$ cat src/hw/rtl/spbs_pkg.sv
// ----------------------------------------------------------------------------
// spbs_pkg
// Shared types, register indexes and the direct-gain table for the stereo
// pan / balance / surround stage.
// ----------------------------------------------------------------------------
package spbs_pkg;

  localparam int CFG_ADDR_W = 2;
  localparam int CFG_DATA_W = 8;

  localparam logic [CFG_ADDR_W-1:0] REG_PAN      = 2'd0;
  localparam logic [CFG_ADDR_W-1:0] REG_VOLUME   = 2'd1;
  localparam logic [CFG_ADDR_W-1:0] REG_BALANCE  = 2'd2;
  localparam logic [CFG_ADDR_W-1:0] REG_SURROUND = 2'd3;

  typedef enum logic [1:0] {
    MODE_STRAIGHT,
    MODE_SWAP,
    MODE_MONO,
    MODE_MIX
  } pan_mode_t;

  typedef struct packed {
    pan_mode_t   mode;
    logic [15:0] gd;   // direct gain, unsigned Q0.16
    logic [15:0] gc;   // cross gain, unsigned Q0.16
  } pan_cfg_t;

  typedef struct packed {
    logic [8:0] side_f;  // first side gain, x/256
    logic [8:0] side_s;  // second side gain, x/256
    logic       surround;
  } gain_cfg_t;

  localparam int unsigned GdNum = 4194304;  // 64 * 2^16

  // floor(64 * 2^16 / (128 - a)), indexed by a = |pan|
  localparam logic [15:0] GD_LUT [64] = '{
    16'(GdNum / 128), 16'(GdNum / 127), 16'(GdNum / 126), 16'(GdNum / 125),
    16'(GdNum / 124), 16'(GdNum / 123), 16'(GdNum / 122), 16'(GdNum / 121),
    16'(GdNum / 120), 16'(GdNum / 119), 16'(GdNum / 118), 16'(GdNum / 117),
    16'(GdNum / 116), 16'(GdNum / 115), 16'(GdNum / 114), 16'(GdNum / 113),
    16'(GdNum / 112), 16'(GdNum / 111), 16'(GdNum / 110), 16'(GdNum / 109),
    16'(GdNum / 108), 16'(GdNum / 107), 16'(GdNum / 106), 16'(GdNum / 105),
    16'(GdNum / 104), 16'(GdNum / 103), 16'(GdNum / 102), 16'(GdNum / 101),
    16'(GdNum / 100), 16'(GdNum / 99),  16'(GdNum / 98),  16'(GdNum / 97),
    16'(GdNum / 96),  16'(GdNum / 95),  16'(GdNum / 94),  16'(GdNum / 93),
    16'(GdNum / 92),  16'(GdNum / 91),  16'(GdNum / 90),  16'(GdNum / 89),
    16'(GdNum / 88),  16'(GdNum / 87),  16'(GdNum / 86),  16'(GdNum / 85),
    16'(GdNum / 84),  16'(GdNum / 83),  16'(GdNum / 82),  16'(GdNum / 81),
    16'(GdNum / 80),  16'(GdNum / 79),  16'(GdNum / 78),  16'(GdNum / 77),
    16'(GdNum / 76),  16'(GdNum / 75),  16'(GdNum / 74),  16'(GdNum / 73),
    16'(GdNum / 72),  16'(GdNum / 71),  16'(GdNum / 70),  16'(GdNum / 69),
    16'(GdNum / 68),  16'(GdNum / 67),  16'(GdNum / 66),  16'(GdNum / 65)
  };

endpackage

$ cat src/hw/rtl/spbs_gain.sv
// ----------------------------------------------------------------------------
// spbs_gain
// Side gains, truncation toward zero, saturation and surround inversion;
// the last stage is the output register.
// ----------------------------------------------------------------------------
module spbs_gain (
  input  logic                      clk,
  input  logic                      rst_n,
  input  spbs_pkg::gain_cfg_t       gain_cfg,
  input  logic                      in_valid,
  output logic                      in_ready,
  input  logic signed [16:0]        first_mix,
  input  logic signed [16:0]        second_mix,
  output logic                      out_valid,
  input  logic                      out_ready,
  output logic [15:0]               first_out,
  output logic [15:0]               second_out
);

  logic [1:0] v_r, adv;

  logic signed [26:0] pf_r, ps_r;
  logic signed [26:0] adj_f, adj_s;
  logic signed [18:0] q_f, q_s;
  logic [15:0]        sat_f, sat_s;
  logic [15:0]        first_r, second_r;

  assign adv[1]   = !v_r[1] || out_ready;
  assign adv[0]   = !v_r[0] || adv[1];
  assign in_ready = adv[0];

  always_ff @(posedge clk) begin
    if (!rst_n) begin
      v_r <= '0;
    end else begin
      if (adv[0]) v_r[0] <= in_valid;
      if (adv[1]) v_r[1] <= v_r[0];
    end
  end

  always_comb begin
    adj_f = pf_r + (pf_r[26] ? 27'sd255 : 27'sd0);
    adj_s = ps_r + (ps_r[26] ? 27'sd255 : 27'sd0);
    q_f   = adj_f[26:8];
    q_s   = adj_s[26:8];
    if (q_f > 19'sd32767) begin
      sat_f = 16'h7fff;
    end else if (q_f < -19'sd32768) begin
      sat_f = 16'h8000;
    end else begin
      sat_f = q_f[15:0];
    end
    if (q_s > 19'sd32767) begin
      sat_s = 16'h7fff;
    end else if (q_s < -19'sd32768) begin
      sat_s = 16'h8000;
    end else begin
      sat_s = q_s[15:0];
    end
  end

  always_ff @(posedge clk) begin
    if (adv[0]) begin
      pf_r <= first_mix * $signed({1'b0, gain_cfg.side_f});
      ps_r <= second_mix * $signed({1'b0, gain_cfg.side_s});
    end
    if (adv[1]) begin
      first_r  <= sat_f;
      second_r <= gain_cfg.surround ? ~sat_s : sat_s;
    end
  end

  assign out_valid  = v_r[1];
  assign first_out  = first_r;
  assign second_out = second_r;

endmodule

$ cat config.mk
export PLATFORM = sky130hd
export DESIGN_NAME = spbs_gain
export DESIGN_NICKNAME = d
export VERILOG_FILES = /design/src/hw/rtl/spbs_pkg.sv /design/src/hw/rtl/spbs_gain.sv
export SDC_FILE = /design/constraint.sdc
export NUM_CORES = 1
export LEC_CHECK = 0
export ABC_CLOCK_PERIOD_IN_PS = 7100
export BUFFER_PORTS_ARGS = -buffer_cell sky130_fd_sc_hd__buf_2
export CAP_MARGIN = 15
export CORE_UTILIZATION = 45
export DETAILED_ROUTE_END_ITERATION = 10
export SYNTH_ARGS = -nofsm -noshare
export SYNTH_HDL_FRONTEND = slang
export SYNTH_SLANG_ARGS = --single-unit
$ cat constraint.sdc
create_clock -name clk -period 7.1 [get_ports clk]
set_input_delay 0.71 -clock clk [delete_from_list [all_inputs] [get_ports clk]]
set_output_delay 0.71 -clock clk [all_outputs]
set_load 0.02 [all_outputs]
After elaboration in Yosys (flattened, before gate mapping). Index checks and enable logic that the tools add are counted.

Magnitude comparators: 4. Bitwise operators: 1. Add/subtract/negate cells: 2. Multipliers: 2. Reductions and logical operators: 4. Muxes and demuxes: 6.

Operator list (count): 16-bit 2-to-1 mux (4); 27-bit by 9-bit adder with 27-bit output (2); 17-bit by 10-bit multiplier with 27-bit output (2); 19-bit by 16-bit greater-than comparator with 1-bit output (second input constant) (2); 19-bit by 16-bit < comparator with 1-bit output (second input constant) (2); 8-bit 2-to-1 mux (2); 16-bit inverter (1); 1-bit zero test (2); 1-bit logical OR (2).

Output and inout port bits: 34. Logic and storage cells: 25. Bits in registers: 88.

Logic depth before layout (Yosys ltp). Gate-level depths: netlist (run 1).

Word-level depth: 7. Mapped depth: 22. Depth with buffers taken out: 20.

Least setup slack after synthesis (run 1). OpenSTA, ideal clock, no wires.

Path kind: in2reg. Start: input gain_cfg[11] (netlist name). End: register pf_r[26] (data pin). Stages on the path: 20. Path buffers: 2. Setup time: 0.274 ns. Arrival: 5.764 ns. Path slack: 1.062 ns. Cell sequence: clkbuf_1 -> clkbuf_1 -> nand2_1 -> fa_1 -> inv_1 -> fa_1 -> fa_1 -> fa_1 -> inv_1 -> fa_1 -> inv_1 -> ha_1 -> and3_1 -> and3_1 -> a311o_1 -> o311ai_2 -> nand2_1 -> a211o_1 -> o21ai_2 -> a211oi_2.

Word-level cells in the longest chain between the ends: 1.

RTL lines: start, declared (RTL line spbs_gain.sv:9) `input spbs_pkg::gain_cfg_t gain_cfg,`; 17-bit by 10-bit multiplier with 27-bit output (RTL line spbs_gain.sv:64) `pf_r <= first_mix * $signed({1'b0, gain_cfg.side_f});`; end signal, assigned (RTL line spbs_gain.sv:64); end, declared (RTL line spbs_gain.sv:22) `logic signed [26:0] pf_r, ps_r;`.

Every way passes these cells. A chain may end at the register's enable or synchronous reset.

Worst setup path in the final report (run 1). Ends and elaborated chain as after synthesis.

==> results of run 1 <==
-- cell type report --
type	instances	area, um2	area share
Timing Repair Buffer	92	485	0.0294
Sequential cell	88	2620	0.159
Clock inverter	5	65.1	0.00394
Inverter	325	1220	0.0739
Clock buffer	11	243	0.0147
Tap cell	448	561	0.0339
Multi-Input combinational cell	1137	11300	0.685
-- stage by stage --
step / power (mW) / instances
floorplan: 5.87 / 1604
finish: 7.55 / 2106
CTS: 7.63 / 2105
detailed placement: 7.12 / 2089
global route: 8.44 / 2106
global placement: 7.02 / 2089
-- flip-flops by register name, indices dropped and copies added, names as in the netlist --
register and flops:
first_out 16, pf_r 27, ps_r 27, second_out 16, v_r 2
-- worst register-to-register path: cells and delay by family (launching register included) --
kind                       cells  cell delay, ps
AOI/OAI and AO/OA              6            1700
adders and majority gates      1             390
DFF                            1             710
and+or+nand+nor                2             320
-- cells in the mapped netlist, types with 6 or more instances --
cell      number  area share
inv_1        325       0.079
fa_1         258        0.34
nand2_1      192       0.047
and2_1       159       0.065
ha_1         132        0.11
edfxtp_1      86        0.17
xnor2_1       68       0.039
a21oi_1       50       0.016
clkbuf_1      46       0.011
nor2_1        34      0.0083
xor2_1        24       0.014
o21ai_0       23      0.0075
o21ai_1       22      0.0071
a21o_1        14      0.0068
nand3_1       11      0.0036
nand4_1       11      0.0045
nor2b_1       11      0.0045
nor3_1        11      0.0036
a31oi_1        9      0.0037
o211ai_1       9      0.0044
and3_1         8      0.0032
o21bai_1       7      0.0034
o22ai_1        7      0.0028
a211o_1        6      0.0034
-- worst min-delay path by stage --
| stage | startpoint | to | slack (ps) | cells past startpoint |
|---|---|---|---|---|
| after floorplan | v_r[0] | v_r[1] | 460 | 1 |
| after CTS | v_r[0] | v_r[1] | 530 | 1 |
| after global placement | v_r[0] | v_r[1] | 500 | 1 |
| final | v_r[0] | v_r[1] | 520 | 1 |
| after global routing | v_r[0] | v_r[1] | 550 | 1 |
| after detailed placement | v_r[0] | v_r[1] | 510 | 1 |
-- power by group --
part	switching (mW)	total (mW)	internal (mW)	leakage (nW)
clock network	0.193	0.478	0.285	0.144
logic	3.24	5.74	2.51	7.02
registers	0.184	1.33	1.14	0.913
total	3.61	7.55	3.93	8.08
-- cells by family (layout without fill, tap and decap cells) --
logic type | count (synthesis) | in the layout | share of synthesized area
DFF | 88 | 88 | 0.170
xor gates and xnor gates | 92 | 92 | 0.0523
adders and majority gates | 390 | 390 | 0.443
muxes | 1 | 1 | 0.000650
and+or+nand+nor | 468 | 468 | 0.158
buffers and inverters | 379 | 433 | 0.0951
AOI/OAI and AO/OA | 186 | 186 | 0.0812
-- layer usage --
metal  GRT usage  vias up  routed length (um)
li1            -     5132                   -
met1       0.272     5314               15300
met2       0.301      201               14200
met3      0.0229       18                1090
met4      0.0246        0                 210
met5           0        -                   0
==> flow_metrics.tcl, run 1 <==
set metrics [dict create \
    cts_buffers 9 \
    worstPathArrival_ps 5850 \
    p_leak_nw 8.08 \
    dp_hpwl_mm 25.9 \
    cp.depth 19 \
    maxCapViolations 0 \
    path_max_fanout 17 \
    r2r_start "ps_r[26]" \
    grt_pass1_vias 10900 \
    grt_pass1_wl_mm 53.6 \
    grt_max_degree 55 \
    cts_root_buffer "clkbuf_16" \
    grt_use_total 0.185 \
    cts.sinks 88 \
    die_area_um2 35000 \
    slowest_stage "fa_1" \
    die_h_um 187 \
    drive_above_1_share 0.0802 \
    final_cell_mix "325 x inv_1, 258 x fa_1, 191 x nand2_1" \
    fillers 3110 \
    final_common_cell "inv_1" \
    worstPathRequired_ps 7170 \
    gp_congestion 0.831 \
    mappedNetlistArea_um2 15400 \
    vias_per_cell 5.06 \
    rsz0062_at_grt "no" \
    min_period_ps 5770 \
    timing.critical_path.from "gain_cfg[11]" \
    status "finished, final reports clean" \
    ir_worst_vdd_mv 0.262 \
    placed_area_um2 16200 \
    final_max_slew_viol_count 0 \
    avgRoutedWirePerCell_um 14.6 \
    period_share 0.813 \
    overflow 0 \
    clk_pin_slew_ps 70 \
    power_density_nw_per_um2 457 \
    dieWidth_um 187 \
    hold_class "flip-flop to flip-flop" \
    max_slew_margin 0.545 \
    ant_nets 0 \
    htreeDepth 3 \
    syn_avg_cell_area_um2 9.60 \
    design_area_um2 16500 \
    cp_slowest_stage_delay_ps 540 \
    tightestPinTransition_ps 682 \
    first_pass_iters 5 \
    fin_ws_ps 1330 \
    yosysUniqueCellTypes 72 \
    vias 10700 \
    post_cts_buffers 0 \
    rows 67 \
    ys.flop_type "edfxtp_1" \
    synthesis.nets 2051 \
    core_area_um2 33600 \
    setup.worst_path.start_class "input pin" \
    cp_top_family "adder cells" \
    critPathCapture "pf_r[26]" \
    place_ws_ps 967 \
    cts_tree "built" \
    postCtsHoldBufs 0 \
    fmax_mhz 173 \
    syn2layout_area_growth_pct 7.21 \
    antenna_cells 0 \
    setup_tns_ps 0 \
    whs_ps 518 \
    synth_edf_count 86 \
    synthCells 1604 \
    worstRegToRegCells 9 \
    worst_path_most_repeated_cell "fa_1" \
    clockBufferDepth 2 \
    setup_violations 0 \
    ys_seq_area_frac 0.170 \
    ys_warn_count 0 \
    clk_latency_ps 340 \
    ios 91 \
    crit_chain "buf_2 -> nand2_1 -> fa_1 -> inv_1 -> fa_1 -> inv_1 -> fa_1 -> inv_1 -> fa_1 -> fa_1 -> ha_1 -> and3_1 -> and3_1 -> a311o_1 -> o311ai_2 -> nand2_1 -> a211o_1 -> o21ai_2 -> a211oi_2" \
    synth.ff_latch_count 88 \
    crit_buf_inv 4 \
    wirelength_mm 30.7 \
    path_class "input pin to flip-flop" \
    hold_viol 0 \
    finalClockSkew_ps 9.22 \
    regToRegSetupSlack_ps 3730 \
    fin_util 0.491 \
    post_cts_resized 0 \
    antenna_found_initial 0 \
    start_util 0.458 \
    drcViolationCount 0 \
    drt_iter0_markers 545 \
    synthArstFlopShare 0 \
    port-buffer-count 90 \
    nets 2100 \
    cp-end-kind "flip-flop" \
    r2r-end "second_out[13]" \
]
No activity file was read; power rests on OpenSTA's default activity.
==> inputs of run 2 (changes only) <==
Settings changed: ABC_AREA set to 1, ABC_CLOCK_PERIOD_IN_PS 7100 to 4800.
Clock period 7.1 ns to 4.8 ns, I/O delays scaled along.
==> run 2 against run 1 <==
  * Total power up 110%
  * Die area up 8.2%
  * First-iteration DRC count up 34%
  * Routed wire length up 24%
  * Sequential power up 50%
  * Clock skew up 1.9 ps
  * Synthesized cell count up 34%
  * Count of clock-buffer cells in the layout down 2
  * Sequential share of layout area down 2.7 points
  * Cell count up 35%
  * Sequential cell count unchanged
  * Via count up 26%
  * Critical path type unchanged
  * Highest routed layer unchanged
==> flow_metrics.tcl, run 2 <==
set metrics [dict create \
    status "finished, final reports clean" \
    worstPathRequired_ps 4910 \
    dr.max_layer_used "met4" \
    clk_pin_slew_ps 70 \
    ant_nets 0 \
    grt_max_degree 56 \
    rsz0062_at_grt "yes" \
    ios 91 \
    seqCellArea_um2 2620 \
    yosysTopAreaCell "fa_1" \
    wl_met1_mm 19.5 \
    cts.sinks 88 \
    p_leak_nw 11.3 \
    dieWidth_um 195 \
    post-synth-top-area-fraction 0.310 \
    ys.flop_type "edfxtp_1" \
    multi_input_area_um2 12100 \
    hold_viol 0 \
    fillers 3465 \
    grt_pass1_vias 14000 \
    power_density_nw_per_um2 799 \
    synth.ff_latch_count 88 \
    path_class "input pin to flip-flop" \
    synthArstFlopShare 0 \
    hold_class "input pin to flip-flop" \
    antenna_cells 0 \
    ys_seq_area_frac 0.157 \
    clk_latency_ps 350 \
    regToRegSetupSlack_ps 1940 \
    placed_area_um2 19200 \
    fmax_mhz 216 \
    grt_pass1_wl_mm 66.8 \
    path_max_fanout 4 \
    crit_chain "buf_2 -> buf_4 -> nand2_1 -> inv_1 -> fa_1 -> fa_1 -> fa_1 -> fa_1 -> inv_1 -> fa_1 -> inv_1 -> ha_4 -> a21oi_4 -> o21ai_1 -> a21o_1 -> o21bai_2 -> nand2_1 -> nand2_1 -> nand2_1 -> nand2_1" \
    synthesis.nets 2593 \
    first_pass_iters 7 \
    antenna_found_initial 0 \
    cts_tree "built" \
    ys_warn_count 0 \
    dr_wl_met3_mm 1.50 \
    vias_per_cell 4.73 \
    finalClockSkew_ps 11.1 \
    yosysUniqueCellTypes 44 \
    cp_slowest_stage_delay_ps 570 \
    reg_top3 "pf_r: 27 flops, ps_r: 27 flops" \
    overflow 0 \
    ys_top_cells_by_count "581 x nand2_1, 553 x inv_1, 258 x fa_1, 132 x ha_1, 99 x nor2_1" \
    min_period_ps 4640 \
    tightestPinTransition_ps 729 \
    grt_use_total 0.213 \
    synthCells 2146 \
    avgRoutedWirePerCell_um 13.5 \
    htreeDepth 3 \
    fin_util 0.543 \
    port-buffer-count 90 \
    final_max_slew_viol_count 0 \
    wl_met2_mm 17.0 \
    drcViolationCount 0 \
    final_cell_mix "570 x nand2_1, 539 x inv_1, 251 x fa_1" \
    drt_iter0_markers 733 \
    synth_area_leaders "fa_1 31%, edfxtp_1 15%, nand2_1 13%" \
    nets 2817 \
    drive_above_1_share 0.188 \
    syn2layout_area_growth_pct 18.9 \
    die_h_um 195 \
    period_share 0.966 \
    syn_avg_cell_area_um2 7.77 \
    whs_ps 373 \
    mappedNetlistArea_um2 16700 \
    cts_root_buffer "clkbuf_16" \
    start_util 0.457 \
    ir_worst_vdd_mv 0.394 \
    core_area_um2 36500 \
    postCtsHoldBufs 0 \
    clockBufferDepth 2 \
    yosysMostFrequentCell "nand2_1" \
    design_area_um2 19800 \
    slowest_stage "fa_1" \
    wirelength_mm 38.2 \
    vias 13500 \
    synth_edf_count 86 \
    cts_buffers 9 \
    gp_congestion 0.885 \
    dp_hpwl_mm 32.9 \
    max_slew_margin 0.514 \
    cp-end-kind "flip-flop" \
    worstPathArrival_ps 4750 \
    die_area_um2 37800 \
    rows 70 \
    final_common_cell "nand2_1" \
    setup.worst_path.start_class "input pin" \
    setup_violations 0 \
    maxCapViolations 0 \
]
[run 2: changes by cell type in the layout (fill, tap and decap cells not counted), moves of 22 or more]
cell,delta
buf_4,+205
xnor2_1,-42
nand3_1,+49
nand2_1,+379
and2_1,-159
buf_2,-22
nand2_2,+24
nor2_1,+56
inv_1,+214
[run 2: per-layer routing]
metal	vias up	track usage
met5	-	0
met4	0	0.0315
met3	23	0.0174
met2	272	0.345
met1	6349	0.317
li1	6808	-
[run 2: layout make-up]
cell class,count,share of cell area
clock buffers,9,0.0114
flip-flops and latches,88,0.132
repair buffers,294,0.106
inverters,557,0.106
multi-input cells,1420,0.611
clock inverters,7,0.00360
well taps,468,0.0295
[run 2: final timing paths]
kind | from | to | cells after the start
setup / recovery | first_mix[13] | pf_r[22] | 20
hold / removal | in_valid | v_r[0] | 3
setup reg to reg | ps_r[26] | second_out[3] | 13
hold reg to reg | v_r[0] | v_r[1] | 2
[run 2: repair_timing]
action,in CTS,in global routing
hold endpoints to repair,0,0
setup endpoints to repair,9,29
pin swaps,0,28
buffers inserted,0,6
resized for setup,5,102
[run 2: through the flow]
| step | worst slack (ps) | std cells | TNS [ps] | total power, mW |
|---|---|---|---|---|
| floorplan | -97.9 | 2146 | -251 | 10.0 |
| global placement | -438 | 2821 | -8200 | 14.2 |
| detailed placement | -476 | 2821 | -9730 | 14.3 |
| CTS | 4.89 | 2837 | 0 | 15.1 |
| global route | -7.83 | 2843 | -32.5 | 17.6 |
| finish | 163 | 2843 | 0 | 15.8 |
[run 2: critical path, delay by kind of cell]
kind	cells	cell delay, ps
AOI/OAI and AO/OA	4	640
buffers and inverters	5	460
and+or+nand+nor	5	290
adders and majority gates	6	2840
[run 2: cell families (layout without fill, tap and decap cells)]
family          Yosys count  in the layout  share of synthesized area
compound gates          142            142                     0.0480
flops                    88             88                      0.157
fa+ha+maj               390            390                      0.409
buf+inv                 638            867                      0.146
xor+xnor                 65             65                     0.0341
simple gates            823            823                      0.206
[run 2: power by group]
group	switching (mW)	leakage [nW]	total (mW)	internal, mW
Clock	0.292	0.141	0.695	0.403
Sequential	0.275	0.923	1.99	1.71
Combinational	7.12	10.2	13.2	6.04
Total	7.69	11.3	15.8	8.15
