`src/hw/rtl/spbs_pkg.sv`:
```
// ----------------------------------------------------------------------------
// spbs_pkg
// Shared types, register indexes and the direct-gain table for the stereo
// pan / balance / surround stage.
// ----------------------------------------------------------------------------
package spbs_pkg;

  localparam int CFG_ADDR_W = 2;
  localparam int CFG_DATA_W = 8;

  localparam logic [CFG_ADDR_W-1:0] REG_PAN      = 2'd0;
  localparam logic [CFG_ADDR_W-1:0] REG_VOLUME   = 2'd1;
  localparam logic [CFG_ADDR_W-1:0] REG_BALANCE  = 2'd2;
  localparam logic [CFG_ADDR_W-1:0] REG_SURROUND = 2'd3;

  typedef enum logic [1:0] {
    MODE_STRAIGHT,
    MODE_SWAP,
    MODE_MONO,
    MODE_MIX
  } pan_mode_t;

  typedef struct packed {
    pan_mode_t   mode;
    logic [15:0] gd;   // direct gain, unsigned Q0.16
    logic [15:0] gc;   // cross gain, unsigned Q0.16
  } pan_cfg_t;

  typedef struct packed {
    logic [8:0] side_f;  // first side gain, x/256
    logic [8:0] side_s;  // second side gain, x/256
    logic       surround;
  } gain_cfg_t;

  localparam int unsigned GdNum = 4194304;  // 64 * 2^16

  // floor(64 * 2^16 / (128 - a)), indexed by a = |pan|
  localparam logic [15:0] GD_LUT [64] = '{
    16'(GdNum / 128), 16'(GdNum / 127), 16'(GdNum / 126), 16'(GdNum / 125),
    16'(GdNum / 124), 16'(GdNum / 123), 16'(GdNum / 122), 16'(GdNum / 121),
    16'(GdNum / 120), 16'(GdNum / 119), 16'(GdNum / 118), 16'(GdNum / 117),
    16'(GdNum / 116), 16'(GdNum / 115), 16'(GdNum / 114), 16'(GdNum / 113),
    16'(GdNum / 112), 16'(GdNum / 111), 16'(GdNum / 110), 16'(GdNum / 109),
    16'(GdNum / 108), 16'(GdNum / 107), 16'(GdNum / 106), 16'(GdNum / 105),
    16'(GdNum / 104), 16'(GdNum / 103), 16'(GdNum / 102), 16'(GdNum / 101),
    16'(GdNum / 100), 16'(GdNum / 99),  16'(GdNum / 98),  16'(GdNum / 97),
    16'(GdNum / 96),  16'(GdNum / 95),  16'(GdNum / 94),  16'(GdNum / 93),
    16'(GdNum / 92),  16'(GdNum / 91),  16'(GdNum / 90),  16'(GdNum / 89),
    16'(GdNum / 88),  16'(GdNum / 87),  16'(GdNum / 86),  16'(GdNum / 85),
    16'(GdNum / 84),  16'(GdNum / 83),  16'(GdNum / 82),  16'(GdNum / 81),
    16'(GdNum / 80),  16'(GdNum / 79),  16'(GdNum / 78),  16'(GdNum / 77),
    16'(GdNum / 76),  16'(GdNum / 75),  16'(GdNum / 74),  16'(GdNum / 73),
    16'(GdNum / 72),  16'(GdNum / 71),  16'(GdNum / 70),  16'(GdNum / 69),
    16'(GdNum / 68),  16'(GdNum / 67),  16'(GdNum / 66),  16'(GdNum / 65)
  };

endpackage

```
`src/hw/rtl/spbs_cfg.sv`:
```
// ----------------------------------------------------------------------------
// spbs_cfg
// Configuration registers and the registered gains derived from them.
// ----------------------------------------------------------------------------
module spbs_cfg (
  input  logic                               clk,
  input  logic                               rst_n,
  input  logic                               cfg_we,
  input  logic [spbs_pkg::CFG_ADDR_W-1:0]    cfg_addr,
  input  logic [spbs_pkg::CFG_DATA_W-1:0]    cfg_wdata,
  output spbs_pkg::pan_cfg_t                 pan_cfg,
  output spbs_pkg::gain_cfg_t                gain_cfg
);

  logic signed [7:0] pan_r, bal_r;
  logic [6:0]        vol_r;
  logic              sur_r;

  spbs_pkg::pan_cfg_t  pan_cfg_r, pan_cfg_nxt;
  spbs_pkg::gain_cfg_t gain_cfg_r, gain_cfg_nxt;

  logic signed [7:0] pan_c, bal_c;
  logic [6:0]        pan_mag, bal_mag, vol_c;
  logic [13:0]       att_prod;
  logic [8:0]        att, vol4;

  always_ff @(posedge clk) begin
    if (!rst_n) begin
      pan_r <= 8'sd64;
      vol_r <= 7'd64;
      bal_r <= 8'sd0;
      sur_r <= 1'b0;
    end else if (cfg_we) begin
      case (cfg_addr)
        spbs_pkg::REG_PAN:      pan_r <= $signed(cfg_wdata);
        spbs_pkg::REG_VOLUME:   vol_r <= cfg_wdata[6:0];
        spbs_pkg::REG_BALANCE:  bal_r <= $signed(cfg_wdata);
        spbs_pkg::REG_SURROUND: sur_r <= cfg_wdata[0];
        default: ;
      endcase
    end
  end

  always_comb begin
    pan_c = (pan_r < -8'sd64) ? -8'sd64 : ((pan_r > 8'sd64) ? 8'sd64 : pan_r);
    bal_c = (bal_r < -8'sd64) ? -8'sd64 : ((bal_r > 8'sd64) ? 8'sd64 : bal_r);
    vol_c = (vol_r > 7'd64) ? 7'd64 : vol_r;
    pan_mag = pan_c[7] ? 7'(-pan_c) : pan_c[6:0];
    bal_mag = bal_c[7] ? 7'(-bal_c) : bal_c[6:0];

    if (pan_mag == 7'd64) begin
      pan_cfg_nxt.mode = pan_c[7] ? spbs_pkg::MODE_SWAP : spbs_pkg::MODE_STRAIGHT;
    end else if (pan_mag == 7'd0) begin
      pan_cfg_nxt.mode = spbs_pkg::MODE_MONO;
    end else begin
      pan_cfg_nxt.mode = spbs_pkg::MODE_MIX;
    end
    pan_cfg_nxt.gd = spbs_pkg::GD_LUT[pan_mag[5:0]];
    pan_cfg_nxt.gc = {7'd64 - pan_mag, 9'b0};

    // (4*vol * (64-|b|)) >> 6 == (vol * (64-|b|)) >> 4
    att_prod = 14'(vol_c) * 14'(7'd64 - bal_mag);
    att      = att_prod[12:4];
    vol4     = {vol_c, 2'b00};
    gain_cfg_nxt.side_f   = bal_c[7] ? vol4 : att;
    gain_cfg_nxt.side_s   = bal_c[7] ? att : vol4;
    gain_cfg_nxt.surround = sur_r;
  end

  always_ff @(posedge clk) begin
    if (!rst_n) begin
      pan_cfg_r  <= '{mode: spbs_pkg::MODE_STRAIGHT, gd: '0, gc: '0};
      gain_cfg_r <= '{side_f: 9'd256, side_s: 9'd256, surround: 1'b0};
    end else begin
      pan_cfg_r  <= pan_cfg_nxt;
      gain_cfg_r <= gain_cfg_nxt;
    end
  end

  assign pan_cfg  = pan_cfg_r;
  assign gain_cfg = gain_cfg_r;

  a_mix_gain_order: assert property (@(posedge clk) disable iff (!rst_n)
    (pan_cfg_r.mode == spbs_pkg::MODE_MIX) |-> (pan_cfg_r.gd > pan_cfg_r.gc))
    else $error("direct gain not above cross gain in mix mode");

  a_side_max: assert property (@(posedge clk) disable iff (!rst_n)
    (gain_cfg_r.side_f <= 9'd256) && (gain_cfg_r.side_s <= 9'd256))
    else $error("side gain above unity");

  a_one_side_cut: assert property (@(posedge clk) disable iff (!rst_n)
    (gain_cfg_r.side_f == 9'd256) |-> (gain_cfg_r.side_s <= 9'd256))
    else $error("side gains inconsistent");

  a_surround_follow: assert property (@(posedge clk) disable iff (!rst_n)
    (cfg_we && (cfg_addr == spbs_pkg::REG_SURROUND))
      |-> ##2 (gain_cfg_r.surround == $past(cfg_wdata[0], 2)))
    else $error("surround flag did not follow write");

endmodule

```
`config.mk`:
```
export PLATFORM = sky130hd
export DESIGN_NAME = spbs_cfg
export DESIGN_NICKNAME = d
export VERILOG_FILES = /design/src/hw/rtl/spbs_pkg.sv /design/src/hw/rtl/spbs_cfg.sv
export SDC_FILE = /design/constraint.sdc
export NUM_CORES = 1
export LEC_CHECK = 0
export BUFFER_PORTS_ARGS = -buffer_cell sky130_fd_sc_hd__buf_2
export CAP_MARGIN = 20
export CORE_ASPECT_RATIO = 1.75
export CORE_UTILIZATION = 60
export CTS_CLUSTER_SIZE = 28
export DETAILED_ROUTE_END_ITERATION = 8
export PLACE_DENSITY = 0.81
export SYNTH_ARGS = -nofsm -noshare
export SYNTH_HDL_FRONTEND = slang
export SYNTH_SLANG_ARGS = --single-unit
```
`constraint.sdc`:
```
create_clock -name clk -period 9.9 [get_ports clk]
set_input_delay 0.99 -clock clk [delete_from_list [all_inputs] [get_ports clk]]
set_output_delay 0.99 -clock clk [all_outputs]
set_load 0.01 [all_outputs]
```
## Word level (Yosys, flattened, before mapping)

Memory sizes are Yosys's and may differ from the RTL's. A register that Yosys moved wholly into a read port is not among the register bits.
Index checks and enable logic that the tools add are counted.

- Register bits after elaboration: 61
- Bits in latches: 0
- RAM bits: 0
- ROM bits: 1024
- Input port bits: 13
- Output and inout port bits: 53
- Word-level logic and storage cells: 50
- Memories: 1

- $add $sub $neg: 4
- Multiply operators: 1
- Div/mod/pow operators: 0
- Magnitude comparators: 5
- Equal/unequal tests: 4
- Shift-type cells: 0
- Multiplexer cells: 12
- Bitwise gates (word level): 2
- Reduce and logical (&&, ||, !) cells: 9

Memories:

| memory | words | bits a word | read ports | clocked after Yosys merged registers in | wr ports | line | RTL |
|---|---|---|---|---|---|---|---|
| (no name shown) | 64 | 16 | 1 | 1 | 0 | spbs_cfg.sv:58 | `pan_cfg_nxt.gd = spbs_pkg::GD_LUT[pan_mag[5:0]];` |

Operator list:

| operator | count |
|---|---|
| $mux 8 | 4 |
| $mux 7 | 3 |
| $mux 9 | 2 |
| $gt 8x8->1 const B | 2 |
| $lt 8x7->1 const B | 2 |
| $neg 7->7 | 2 |
| $mul 8x8->13 | 1 |
| $reduce_and 2->1 | 5 |
| $sub 7x7->8 const A | 1 |
| $eq 7x7->1 const B | 1 |
| $gt 7x7->1 const B | 1 |
| $logic_not 7->1 | 1 |
| $not 6->7 | 1 |
| $sub 7x7->7 const A | 1 |
| $eq 2x2->1 const B | 2 |
| $eq 2x1->1 const B | 1 |
| $logic_not 2->1 | 1 |
| $mux 1 | 2 |
| $mux 2 | 1 |
| $reduce_or 2->1 | 1 |
| $logic_not 1->1 | 1 |
| $not 1->1 | 1 |

## Depth between registers and ports, before layout

Gate-level depths: netlist of run 1.

- Depth in word-level cells: 8
- Depth in mapped cells: 27
- Depth with buffers taken out: 26

## Worst setup path before layout of run 1

Ideal clock, no wire load.

- Path type: flip-flop to flip-flop
- From: register bal_r[7]
- To: register gain_cfg_r (netlist bit gain_cfg[18])
- Library setup time: 0.116 ns
- Data arrival time: 6.647 ns
- Required time: 9.784 ns
- Slack: 3.138 ns
- Stages on the path, launching flop included: 26
- Buffers on the path: 1
- Period minus slack after synthesis: 6.762 ns
- Cells stage by stage: dfxtp_1 buf_2 xnor2_1 nand2_1 ha_1 and3_1 a221oi_1 a31oi_4 or4b_1 xnor2_2 nand2b_1 fa_1 fa_1 inv_1 fa_1 inv_1 fa_1 inv_1 ha_1 o21a_1 o31a_1 or4_1 a31o_2 xnor2_1 o211ai_1 a31o_1

- Longest elaborated chain between the ends: 8
- Elaborated cells on any way between the ends: 9
- Those cells by class: add/sub: 2; mul: 1; order compare: 2; mux: 4

RTL lines:

| what | line | RTL |
|---|---|---|
| start: declaration | spbs_cfg.sv:15 | `logic signed [7:0] pan_r, bal_r;` |
| start signal: assignment | spbs_cfg.sv:37 | `spbs_pkg::REG_BALANCE: bal_r <= $signed(cfg_wdata);` |
| $gt 8x8->1 | spbs_cfg.sv:46 | `bal_c = (bal_r < -8'sd64) ? -8'sd64 : ((bal_r > 8'sd64) ? 8'sd64 : bal_r);` |
| $mux 8 | spbs_cfg.sv:46 |  |
| $mux 8 (*) | spbs_cfg.sv:46 |  |
| $neg 7->7 | spbs_cfg.sv:49 | `bal_mag = bal_c[7] ? 7'(-bal_c) : bal_c[6:0];` |
| $mux 7 | spbs_cfg.sv:49 |  |
| $sub 7x7->8 | spbs_cfg.sv:62 | `att_prod = 14'(vol_c) * 14'(7'd64 - bal_mag);` |
| $mul 8x8->13 | spbs_cfg.sv:62 |  |
| $mux 9 (*) | spbs_cfg.sv:65 | `gain_cfg_nxt.side_f = bal_c[7] ? vol4 : att;` |
| end signal: assignment | spbs_cfg.sv:73 | `gain_cfg_r <= '{side_f: 9'd256, side_s: 9'd256, surround: 1'b0};` |
| end signal: assignment | spbs_cfg.sv:76 | `gain_cfg_r <= gain_cfg_nxt;` |
| end: declaration | spbs_cfg.sv:20 | `spbs_pkg::gain_cfg_t gain_cfg_r, gain_cfg_nxt;` |

Mark *: on every way between the ends. The rest lies on a longest branch, timed or not.
A chain may end at the register's enable or synchronous reset.

## Worst setup path after layout of run 1

Ends and elaborated chain as after synthesis.

==> metrics.md, run 1 <==
| Metric | Value |
|---|---|
| Most frequent cells in the layout | 72 x nor2_1, 68 x dfxtp_1, 63 x nand2_1 |
| First-pass GRT wire length | 26100 µm |
| Cts bufs inserted | 9 |
| Clk pin slew, worst setup/hold paths | 50 ps |
| Maximum fanout along the worst path | 26 |
| CTS Buffer Depth | 2 |
| Antenna-violating nets left | 0 |
| RSZ-0062 raised after global routing | false |
| Post-Syn Instances | 732 |
| Crit path max-delay family | adder cells |
| Main flop type after synthesis | dfxtp_1 |
| Synth warnings | 0 |
| Overflow after GRT | 0 |
| Uppermost routed layer | met4 |
| Total Wirelength | 15900 µm |
| Metal3 WL | 745 µm |
| Die Y | 133 µm |
| Share of layout cells above drive strength 1 | 12.4% |
| Core area | 9530 µm² |
| Wire length per cell | 18.0 µm |
| Maximum VDD drop | 87.9 µV |
| Fin Clk Skew | 6.11 ps |
| Setup Buffers After CTS | 0 |
| CTS root buf | clkbuf_16 |
| Buffer and inverter count on the worst path | 4 |
| Max-slew headroom | 34.5% |
| RePlAce Congestion | 0.998 |
| CTS tree | built |
| Number of global-route vias before repair | 5450 |
| Via count | 5471 |
| Post-layout util | 67.3% |
| Status | completed |
| Worst Tran Pin Value | 982 ps |
| Min-delay worst type | flop to flop |
| Hold buffer count at cts | 0 |
| Slowest CP cell | fa_1 |
| Synthesized flop and latch total | 68 |
| M1 WL | 5460 µm |
| DR DRC count | 0 |
| DIE WIDTH | 77.1 µm |
| Clock Latency Late Sink | 340 ps |
| H-tree depth | 3 |
| Tot GR Track Use | 32.2% |
| Most common cell type on the critical path | fa_1 |
| # rows | 47 |
| Antenna violations before repair | 0 |
| Antenna cells | 0 |
| I/O pin count | 66 |
| Tmin final | 7500 ps |
| First-pass iteration count of the detailed router | 5 |
| Peak per-stage delay on the critical path | 550 ps |
| Met2 WL | 8570 µm |
| Largest net degree at the start of global routing | 64 |
| Nets | 842 |
| Crit path launch type | flop |
| Number of port buffers | 56 |
| # setup viols final | 0 |
| Crit path kind | flop to flop |
| Die ar. | 10300 µm² |
| Via density | 6.21 |
| Fmax achieved | 0.133 GHz |
| Pwr/cell area | 109 nW/µm² |
| Fin. Hold Viols | 0 |
| Starting density of the core | 62.2% |
| Final period utilization | 75.8% |
| Pleak | 0.00296 µW |
| Initial detailed-routing violation count | 360 |
| Netlist Area Pre-Place | 5930 µm² |
| Total clock sinks | 68 |
| Critical path data required time | 10120 ps |
| Cts repair resizes | 0 |
| Commonest non-fill, non-tap cell in the layout | nor2_1 |
| Fill cells | 798 |
| Number of flops mapped to enable cells by yosys | 0 |
| WP data arrival | 7730 ps |
| Max Slew Vio Count | 0 |
| Synth cell types | 71 |
| Max-cap violations | 0 |
| CP Capture Type | flop |
| Area Overhead vs Synth | 8.21% |
| Sequential cell area fraction in the yosys report | 23.0% |
| Post-synth ARST share | 0% |
| Post-DP HPWL | 11700 µm |
| Setup TNS | 0 ps |
| Avg Cell Area, Syn | 8.10 µm² |
[worst paths after layout]
path	slack [ps]	cells past startpoint	to	from
max	2400	26	gain_cfg[18]	bal_r[7]
min	450	1	gain_cfg[0]	sur_r
max reg2reg	2400	26	gain_cfg[18]	bal_r[7]
min reg2reg	450	1	gain_cfg[0]	sur_r
[cell type report]
class / instances / area (µm²) / area share, %
tap: 122 / 153 / 2.38
sequential: 68 / 1360 / 21.2
timing repair buffer: 63 / 333 / 5.19
clock inverter: 3 / 15.0 / 0.234
multi-input combinational: 554 / 4080 / 63.7
clock buffer: 11 / 243 / 3.78
inverter: 60 / 225 / 3.51
[power by group]
| part | switching [µW] | total [µW] | internal (µW) | leakage (µW) |
|---|---|---|---|---|
| logic | 74.4 | 122 | 48.0 | 0.00228 |
| clock network | 116 | 288 | 172 | 0.000131 |
| registers | 7.13 | 291 | 283 | 0.000552 |
| total | 198 | 701 | 504 | 0.00296 |
[synth_stat cells, drive strengths merged (10+ instances only)]
cell,count,share of area [%]
fa,30,10
buf,28,3.0
nor3,11,0.93
a21oi,38,3.2
clkbuf,30,1.9
nor2b,39,4.1
ha,43,9.1
nand2b,17,1.9
mux2i,27,4.6
inv,58,3.7
nand3,19,1.6
nand2,63,4.0
xnor2,17,2.6
o21ai,29,2.4
a31oi,10,1.3
dfxtp,68,23
nor2,72,4.6
[state kept, by name, indices dropped and copies added, names as in the netlist]
name and cells:
bal_r 8, gain_cfg 19, pan_cfg 25, pan_r 8, sur_r 1, vol_r 7
[cells by family (layout without fill, tap and decap cells)]
| kind of cell | Yosys count | in the layout | share of synthesized area (%) |
|---|---|---|---|
| buf+inv | 118 | 137 | 8.70 |
| fa+ha+maj | 73 | 73 | 19.2 |
| flops | 68 | 68 | 23.0 |
| xor+xnor | 22 | 22 | 3.38 |
| simple gates | 263 | 263 | 22.3 |
| compound gates | 159 | 159 | 18.4 |
| mux | 28 | 28 | 4.94 |
| other cells | 1 | 9 | 0.0633 |
[through the flow]
stage / power, µW / area [µm²] / std cells / setup WS, ps / hold slack (ps)
4_1_cts: 706 / 6410 / 881 / 2420 / 457
3_3_place_gp: 413 / 6160 / 867 / 2730 / 436
6_report: 701 / 6410 / 881 / 2400 / 454
3_5_place_dp: 418 / 6160 / 867 / 2430 / 445
5_1_grt: 730 / 6410 / 881 / 1940 / 482
2_1_floorplan: 386 / 5960 / 740 / 3140 / 430
[layer usage]
layer / track usage (%) / vias to the layer above
met4: 24.7 / 0
met3: 4.79 / 87
met1: 32.3 / 2623
li1: - / 2538
met2: 58.5 / 223
met5: 0 / -
Power figures use the tool's default switching activity.
==> run 2, diff against run 1 <==
--- a/config.mk
+++ b/config.mk
@@ -8,10 +8,10 @@
 export BUFFER_PORTS_ARGS = -buffer_cell sky130_fd_sc_hd__buf_2
 export CAP_MARGIN = 20
 export CORE_ASPECT_RATIO = 1.75
-export CORE_UTILIZATION = 60
+export CORE_UTILIZATION = 54
 export CTS_CLUSTER_SIZE = 28
 export DETAILED_ROUTE_END_ITERATION = 8
-export PLACE_DENSITY = 0.81
+export PLACE_DENSITY = 0.77
 export SYNTH_ARGS = -nofsm -noshare
 export SYNTH_HDL_FRONTEND = slang
 export SYNTH_SLANG_ARGS = --single-unit
==> constraint.sdc (replaced) <==
create_clock -name clk -period 6.9 [get_ports clk]
set_input_delay 0.69 -clock clk [delete_from_list [all_inputs] [get_ports clk]]
set_output_delay 0.69 -clock clk [all_outputs]
set_load 0.01 [all_outputs]
==> run 2 against run 1 <==
  * Core utilization shrank 5.8 points
  * Total power grew 54%
  * Non-clock buffer count grew 9
  * Largest power group is now clock
==> metrics.md, run 2 (synthesized netlist as in run 1, its figures left out) <==
| Metric | Value |
|---|---|
| Crit path kind | flop to flop |
| Total clock sinks | 68 (unchanged) |
| Max Slew Vio Count | 0 (unchanged) |
| Number of port buffers | 56 (unchanged) |
| Status | completed |
| Max-slew headroom | 33.0% (-1.6 points) |
| Starting density of the core | 55.4% (-6.8 points) |
| Non-Filler Instances | 900 (+2.2%) |
| Critical path data required time | 7130 ps (-2990 ps) |
| Area of the multi-input gates | 4130 µm² (+1.2%) |
| FF-to-FF path depth | 24 (-7.7%) |
| Post-DP HPWL | 11800 µm (+0.50%) |
| Hold_ws | 472 ps (+18.2 ps) |
| Antenna violations before repair | 0 (unchanged) |
| Worst Tran Pin Value | 1010 ps (+23.6 ps) |
| Tot GR Track Use | 30.4% (-1.8 points) |
| Pre-CTS setup slack | -65.5 ps (-2490 ps) |
| CTS tree | built |
| Hold Path Depth | 1 (unchanged) |
| Final WS setup | 257 ps (-2140 ps) |
| Largest net degree at the start of global routing | 64 (unchanged) |
| CTS Buffer Depth | 2 (unchanged) |
| Die Y | 141 µm (+5.3%) |
| Fin. Hold Viols | 0 (unchanged) |
| Placed Cells | 883 (+1.8%) |
| Max reg flops | 25 (unchanged) |
| Die ar. | 11400 µm² (+11%) |
| # setup viols final | 0 (unchanged) |
| Reg area | 1360 µm² (unchanged) |
| Design area | 6590 µm² (+2.7%) |
| Commonest non-fill, non-tap cell in the layout | nor2_1 |
| Total Wirelength | 16400 µm (+3.3%) |
| DR DRC count | 0 (unchanged) |
| Area Overhead vs Synth | 11.1% |
| Crit path launch type | flop |
| Antenna cells | 0 (unchanged) |
| Initial detailed-routing violation count | 373 (+3.6%) |
| CP Capture Type | flop |
| Dpl cell area | 6230 µm² (+1.1%) |
| Min-delay worst type | flop to flop |
| Nets | 851 (+1.1%) |
| First-pass iteration count of the detailed router | 5 (unchanged) |
| Max-cap violations | 0 (unchanged) |
| Wire length per cell | 18.2 µm (+1.1%) |
| Pwr/cell area | 164 nW/µm² (+50%) |
| Overflow after GRT | 0 (unchanged) |
| DIE WIDTH | 81.2 µm (+5.3%) |
| Maximum VDD drop | 124 µV (+41%) |
| Via count | 5559 (+1.6%) |
| Tmin final | 6640 ps (-860 ps) |
| Fill cells | 918 (+15%) |
| I/O pin count | 66 (unchanged) |
| Number of global-route vias before repair | 5588 (+2.5%) |
| Core area | 10700 µm² (+12%) |
| Via density | 6.18 (-0.54%) |
| Share of layout cells above drive strength 1 | 14.3% (+1.9 points) |
| Setup TNS | 0 ps (unchanged) |
| WP data arrival | 6870 ps (-860 ps) |
| Most frequent cells in the layout | 72 x nor2_1, 68 x dfxtp_1, 63 x nand2_1 |
| CTS root buf | clkbuf_16 |
| H-tree depth | 3 (unchanged) |
| RePlAce Congestion | 0.954 (-4.4%) |
| Final period utilization | 96.3% (+20 points) |
| Clk pin slew, worst setup/hold paths | 60 ps (about the same) |
| Antenna-violating nets left | 0 (unchanged) |
| # rows | 50 (+6.4%) |
| Cts bufs inserted | 9 (unchanged) |
| Pleak | 0.00304 µW (+2.5%) |
| Clock Latency Late Sink | 340 ps (about the same) |
| First-pass GRT wire length | 26400 µm (+1.0%) |
| Fmax achieved | 0.151 GHz (+13%) |
| Maximum fanout along the worst path | 6 (-77%) |
| Fin Clk Skew | 8.23 ps (+2.11 ps) |
| Hold buffer count at cts | 0 (unchanged) |
-- run 2: what timing repair did --
action,4_1_cts,5_1_grt
endpoints found under the setup margin,1,2
pin swaps,0,3
hold endpoints to repair,0,0
buffers inserted,0,1
gates cloned,0,0
gates resized for setup,1,6
-- run 2: power by group --
group | leakage [µW] | total (µW) | switching, µW | internal (µW)
logic | 0.00234 | 187 | 110 | 77.5
clock network | 0.000149 | 474 | 175 | 298
registers | 0.000552 | 417 | 9.97 | 407
total | 0.00304 | 1080 | 295 | 782
-- run 2: path summary, 6_finish.rpt --
kind	startpoint	to	slack (ps)
worst max-delay path	bal_r[6]	gain_cfg[18]	260
worst min-delay path	sur_r	gain_cfg[0]	470
worst max register to register	bal_r[6]	gain_cfg[18]	260
worst min register to register	sur_r	gain_cfg[0]	470
-- run 2: layout make-up --
type                            instances  share of cell area [%]
Clock buffer                           12                    3.90
Clock inverter                          4                   0.722
Inverter                               60                    3.42
Multi-Input combinational cell        554                    62.7
Sequential cell                        68                    20.7
Tap cell                              130                    2.47
Timing Repair Buffer                   72                    6.08
-- run 2: through the flow --
| step | util [%] | power [µW] |
|---|---|---|
| finish | 61.6 | 1080 |
| floorplan | - | 555 |
| global placement | 58.2 | 599 |
| CTS | 61.1 | 1080 |
| detailed placement | 58.2 | 606 |
| global route | 61.6 | 1120 |
-- run 2: routing by layer --
| metal | share of wire [%] | GRT usage, % | vias to the layer above | wire (µm) |
|---|---|---|---|---|
| met1 | 35 | 31.4 | 2664 | 5800 |
| met4 | 5.4 | 21.8 | 0 | 889 |
| li1 | - | - | 2547 | - |
| met5 | 0 | 0 | - | 0 |
| met3 | 5.9 | 5.37 | 63 | 968 |
| met2 | 53 | 53.3 | 285 | 8730 |
-- run 2: worst max-delay path: stages (launching register included) --
cell and delay, ps:
dfxtp_1 330, xnor2_2 220, nand2_1 100, ha_2 210, and3_1 190, a221oi_2 250, a31oi_4 100, or4b_4 570
xnor2_2 140, nand2b_1 180, fa_1 520, fa_1 550, inv_1 60, fa_1 520, inv_1 50, fa_1 530
inv_1 40, ha_1 340, o21a_1 200, o31a_1 130, or4_1 410, a31o_2 310, xnor2_4 190, o211ai_1 120
a31o_1 240
==> run 3, diff against run 2 <==
--- a/config.mk
+++ b/config.mk
@@ -8,10 +8,10 @@
 export BUFFER_PORTS_ARGS = -buffer_cell sky130_fd_sc_hd__buf_2
 export CAP_MARGIN = 20
 export CORE_ASPECT_RATIO = 1.75
-export CORE_UTILIZATION = 54
+export CORE_UTILIZATION = 60
 export CTS_CLUSTER_SIZE = 28
 export DETAILED_ROUTE_END_ITERATION = 8
-export PLACE_DENSITY = 0.77
+export PLACE_DENSITY = 0.81
 export SYNTH_ARGS = -nofsm -noshare
 export SYNTH_HDL_FRONTEND = slang
 export SYNTH_SLANG_ARGS = --single-unit
==> constraint.sdc (replaced) <==
create_clock -name clk -period 7.1 [get_ports clk]
set_input_delay 0.71 -clock clk [delete_from_list [all_inputs] [get_ports clk]]
set_output_delay 0.71 -clock clk [all_outputs]
set_load 0.01 [all_outputs]
==> run 3 against run 2 <==
  * Cell area about the same
  * Hold slack worse by 16 ps
  * Non-clock buffer count down 1
  * Clock power up 10%
  * Critical path type unchanged
  * Worst setup slack better by 81 ps
  * Cell count down 1.0%
  * Maximum frequency down 1.8%
  * Critical path depth unchanged
  * Sequential share of layout area about the same
  * Clock-buffer cell count down 2
  * Core utilization up 7.6 points
  * Via count down 1.8%
==> metrics.md, run 3 (synthesized netlist as in run 1, its figures left out) <==
| Metric | Value |
|---|---|
| Total Wirelength | 16400 µm (about the same) |
| # rows | 47 (-6.0%) |
| CTS Buffer Depth | 2 (unchanged) |
| CTS root buf | clkbuf_16 |
| Die ar. | 10300 µm² (-9.8%) |
| H-tree depth | 3 (unchanged) |
| Fin Clk Skew | 7.25 ps (-0.979 ps) |
| Via density | 6.13 (-0.77%) |
| Reg-to-reg setup timing slack | 340 ps (+80 ps) |
| Total clock sinks | 68 (unchanged) |
| Core area | 9530 µm² (-11%) |
| Reg2reg end | gain_cfg[18] |
| Overflow after GRT | 0 (unchanged) |
| Initial detailed-routing violation count | 402 (+7.8%) |
| Cts bufs inserted | 9 (unchanged) |
| Crit path launch type | flop |
| Post-layout total power | 1110 µW (+2.7%) |
| Commonest non-fill, non-tap cell in the layout | nor2_1 |
| Post-DP HPWL | 11900 µm (+0.81%) |
| Maximum fanout along the worst path | 6 (unchanged) |
| Via count | 5461 (-1.8%) |
| Wire length per cell | 18.4 µm (+0.95%) |
| Final period utilization | 95.2% (-1.0 points) |
| DIE WIDTH | 77.1 µm (-5.0%) |
| I/O pin count | 66 (unchanged) |
| Nets | 850 (-0.12%) |
| Fin. Hold Viols | 0 (unchanged) |
| Largest net degree at the start of global routing | 64 (unchanged) |
| DR DRC count | 0 (unchanged) |
| Antenna cells | 0 (unchanged) |
| CP endpoint | gain_cfg[18] |
| Antenna violations before repair | 0 (unchanged) |
| Max Slew Vio Count | 0 (unchanged) |
| Pleak | 0.00305 µW (+0.52%) |
| FF-to-FF Start | bal_r[7] |
| Max-slew headroom | 39.1% (+6.2 points) |
| Most frequent cells in the layout | 72 x nor2_1, 68 x dfxtp_1, 63 x nand2_1 |
| Fmax achieved | 0.148 GHz (-1.8%) |
| Antenna-violating nets left | 0 (unchanged) |
| Tot GR Track Use | 32.6% (+2.2 points) |
| RePlAce Congestion | 0.948 (-0.57%) |
| CTS tree | built |
| Clk pin slew, worst setup/hold paths | 60 ps (about the same) |
| FF-to-FF path depth | 24 (unchanged) |
| CP Capture Type | flop |
| First-pass iteration count of the detailed router | 5 (unchanged) |
| Hold_ws | 456 ps (-15.9 ps) |
| Max-cap violations | 0 (unchanged) |
| Clock Latency Late Sink | 340 ps (about the same) |
| Placed Cells | 875 (-0.91%) |
| Number of global-route vias before repair | 5613 (+0.45%) |
| # setup viols final | 0 (unchanged) |
| Min-delay worst type | flop to flop |
| Area Overhead vs Synth | 11.1% (about the same) |
| Tmin final | 6760 ps (+119 ps) |
| Non-Filler Instances | 891 (-1.0%) |
| Setup Buffers After CTS | 0 (unchanged) |
| Starting density of the core | 62.2% (+6.8 points) |
| Share of layout cells above drive strength 1 | 13.9% (-0.37 points) |
| CP startpoint | bal_r[7] |
| Number of port buffers | 56 (unchanged) |
| Status | completed |
| Max reg flops | 25 (unchanged) |
| Maximum VDD drop | 165 µV (+33%) |
| Post-layout util | 69.1% (+7.6 points) |
| Pwr/cell area | 168 nW/µm² (+2.7%) |
| Crit path kind | flop to flop |
| RSZ-0062 raised after global routing | false |
| Worst Tran Pin Value | 913 ps (-92.6 ps) |
| First-pass GRT wire length | 26600 µm (+0.86%) |
| Critical path data required time | 7330 ps (+200 ps) |
| Setup TNS | 0 ps (unchanged) |
| Die Y | 133 µm (-5.1%) |
| WP data arrival | 6990 ps (+120 ps) |
-- run 3: cell types whose count changed in the layout (fill, tap and decap cells not counted) --
cell        delta
or4b_4         -1
or4b_1         +1
clkbuf_8       -2
clkinv_2       -1
bufinv_16      +2
xnor2_2        +1
buf_4          -1
clkinv_4       +2
ha_2           -1
clkinvlp_4     -1
xnor2_4        -1
ha_1           +1
-- run 3: final cells by class --
class                           count  area, µm²
Multi-Input combinational cell    554       4110
Clock inverter                      6        113
Clock buffer                       10        229
Inverter                           60        225
Sequential cell                    68       1360
Fill cell                         775       2940
Tap cell                          122        153
Timing Repair Buffer               71        393
-- run 3: worst min path at each step --
stage          start           to  slack (ps)  cells after the start
2_1_floorplan  sur_r  gain_cfg[0]         430                      1
3_3_place_gp   sur_r  gain_cfg[0]         440                      1
3_5_place_dp   sur_r  gain_cfg[0]         450                      1
4_1_cts        sur_r  gain_cfg[0]         460                      1
5_1_grt        sur_r  gain_cfg[0]         490                      1
6_report       sur_r  gain_cfg[0]         460                      1
-- run 3: where the power goes --
group          internal, µW  total, µW  switching [µW]
combinational          73.4        180             107
sequential              395        405            9.91
clock                   344        522             178
total                   812       1110             294
-- run 3: through the flow --
step / worst slack [ps] / instance area (µm²)
2_1_floorplan: 338 / 5960
3_3_place_gp: 380 / 6220
3_5_place_dp: 156 / 6220
4_1_cts: 140 / 6560
5_1_grt: 38.7 / 6590
6_report: 337 / 6590
-- run 3: repair_timing --
action	in CTS	in global routing
setup endpoints to repair	0	2
hold buffers	0	0
resized for setup	0	4
-- run 3: critical path, cell delays in order, from the launching register on --
cell and delay, ps:
dfxtp_1 340, xnor2_2 230, nand2_1 100, ha_1 240, and3_1 220, a221oi_2 270, a31oi_4 100, or4b_1 610
xnor2_2 170, nand2b_1 180, fa_1 500, fa_1 550, inv_1 50, fa_1 530, inv_1 60, fa_1 530
inv_1 50, ha_1 340, o21a_1 200, o31a_1 120, or4_1 400, a31o_2 300, xnor2_2 230, o211ai_1 130
a31o_1 210
-- run 3: layer usage --
layer	vias up	part of all wire, %	wire length (µm)	global-route usage, %
li1	2555	-	-	-
met1	2584	35	5730	32.6
met2	239	54	8820	60.5
met3	83	4.6	751	4.38
met4	0	6.5	1070	23.4
met5	-	0	0	0
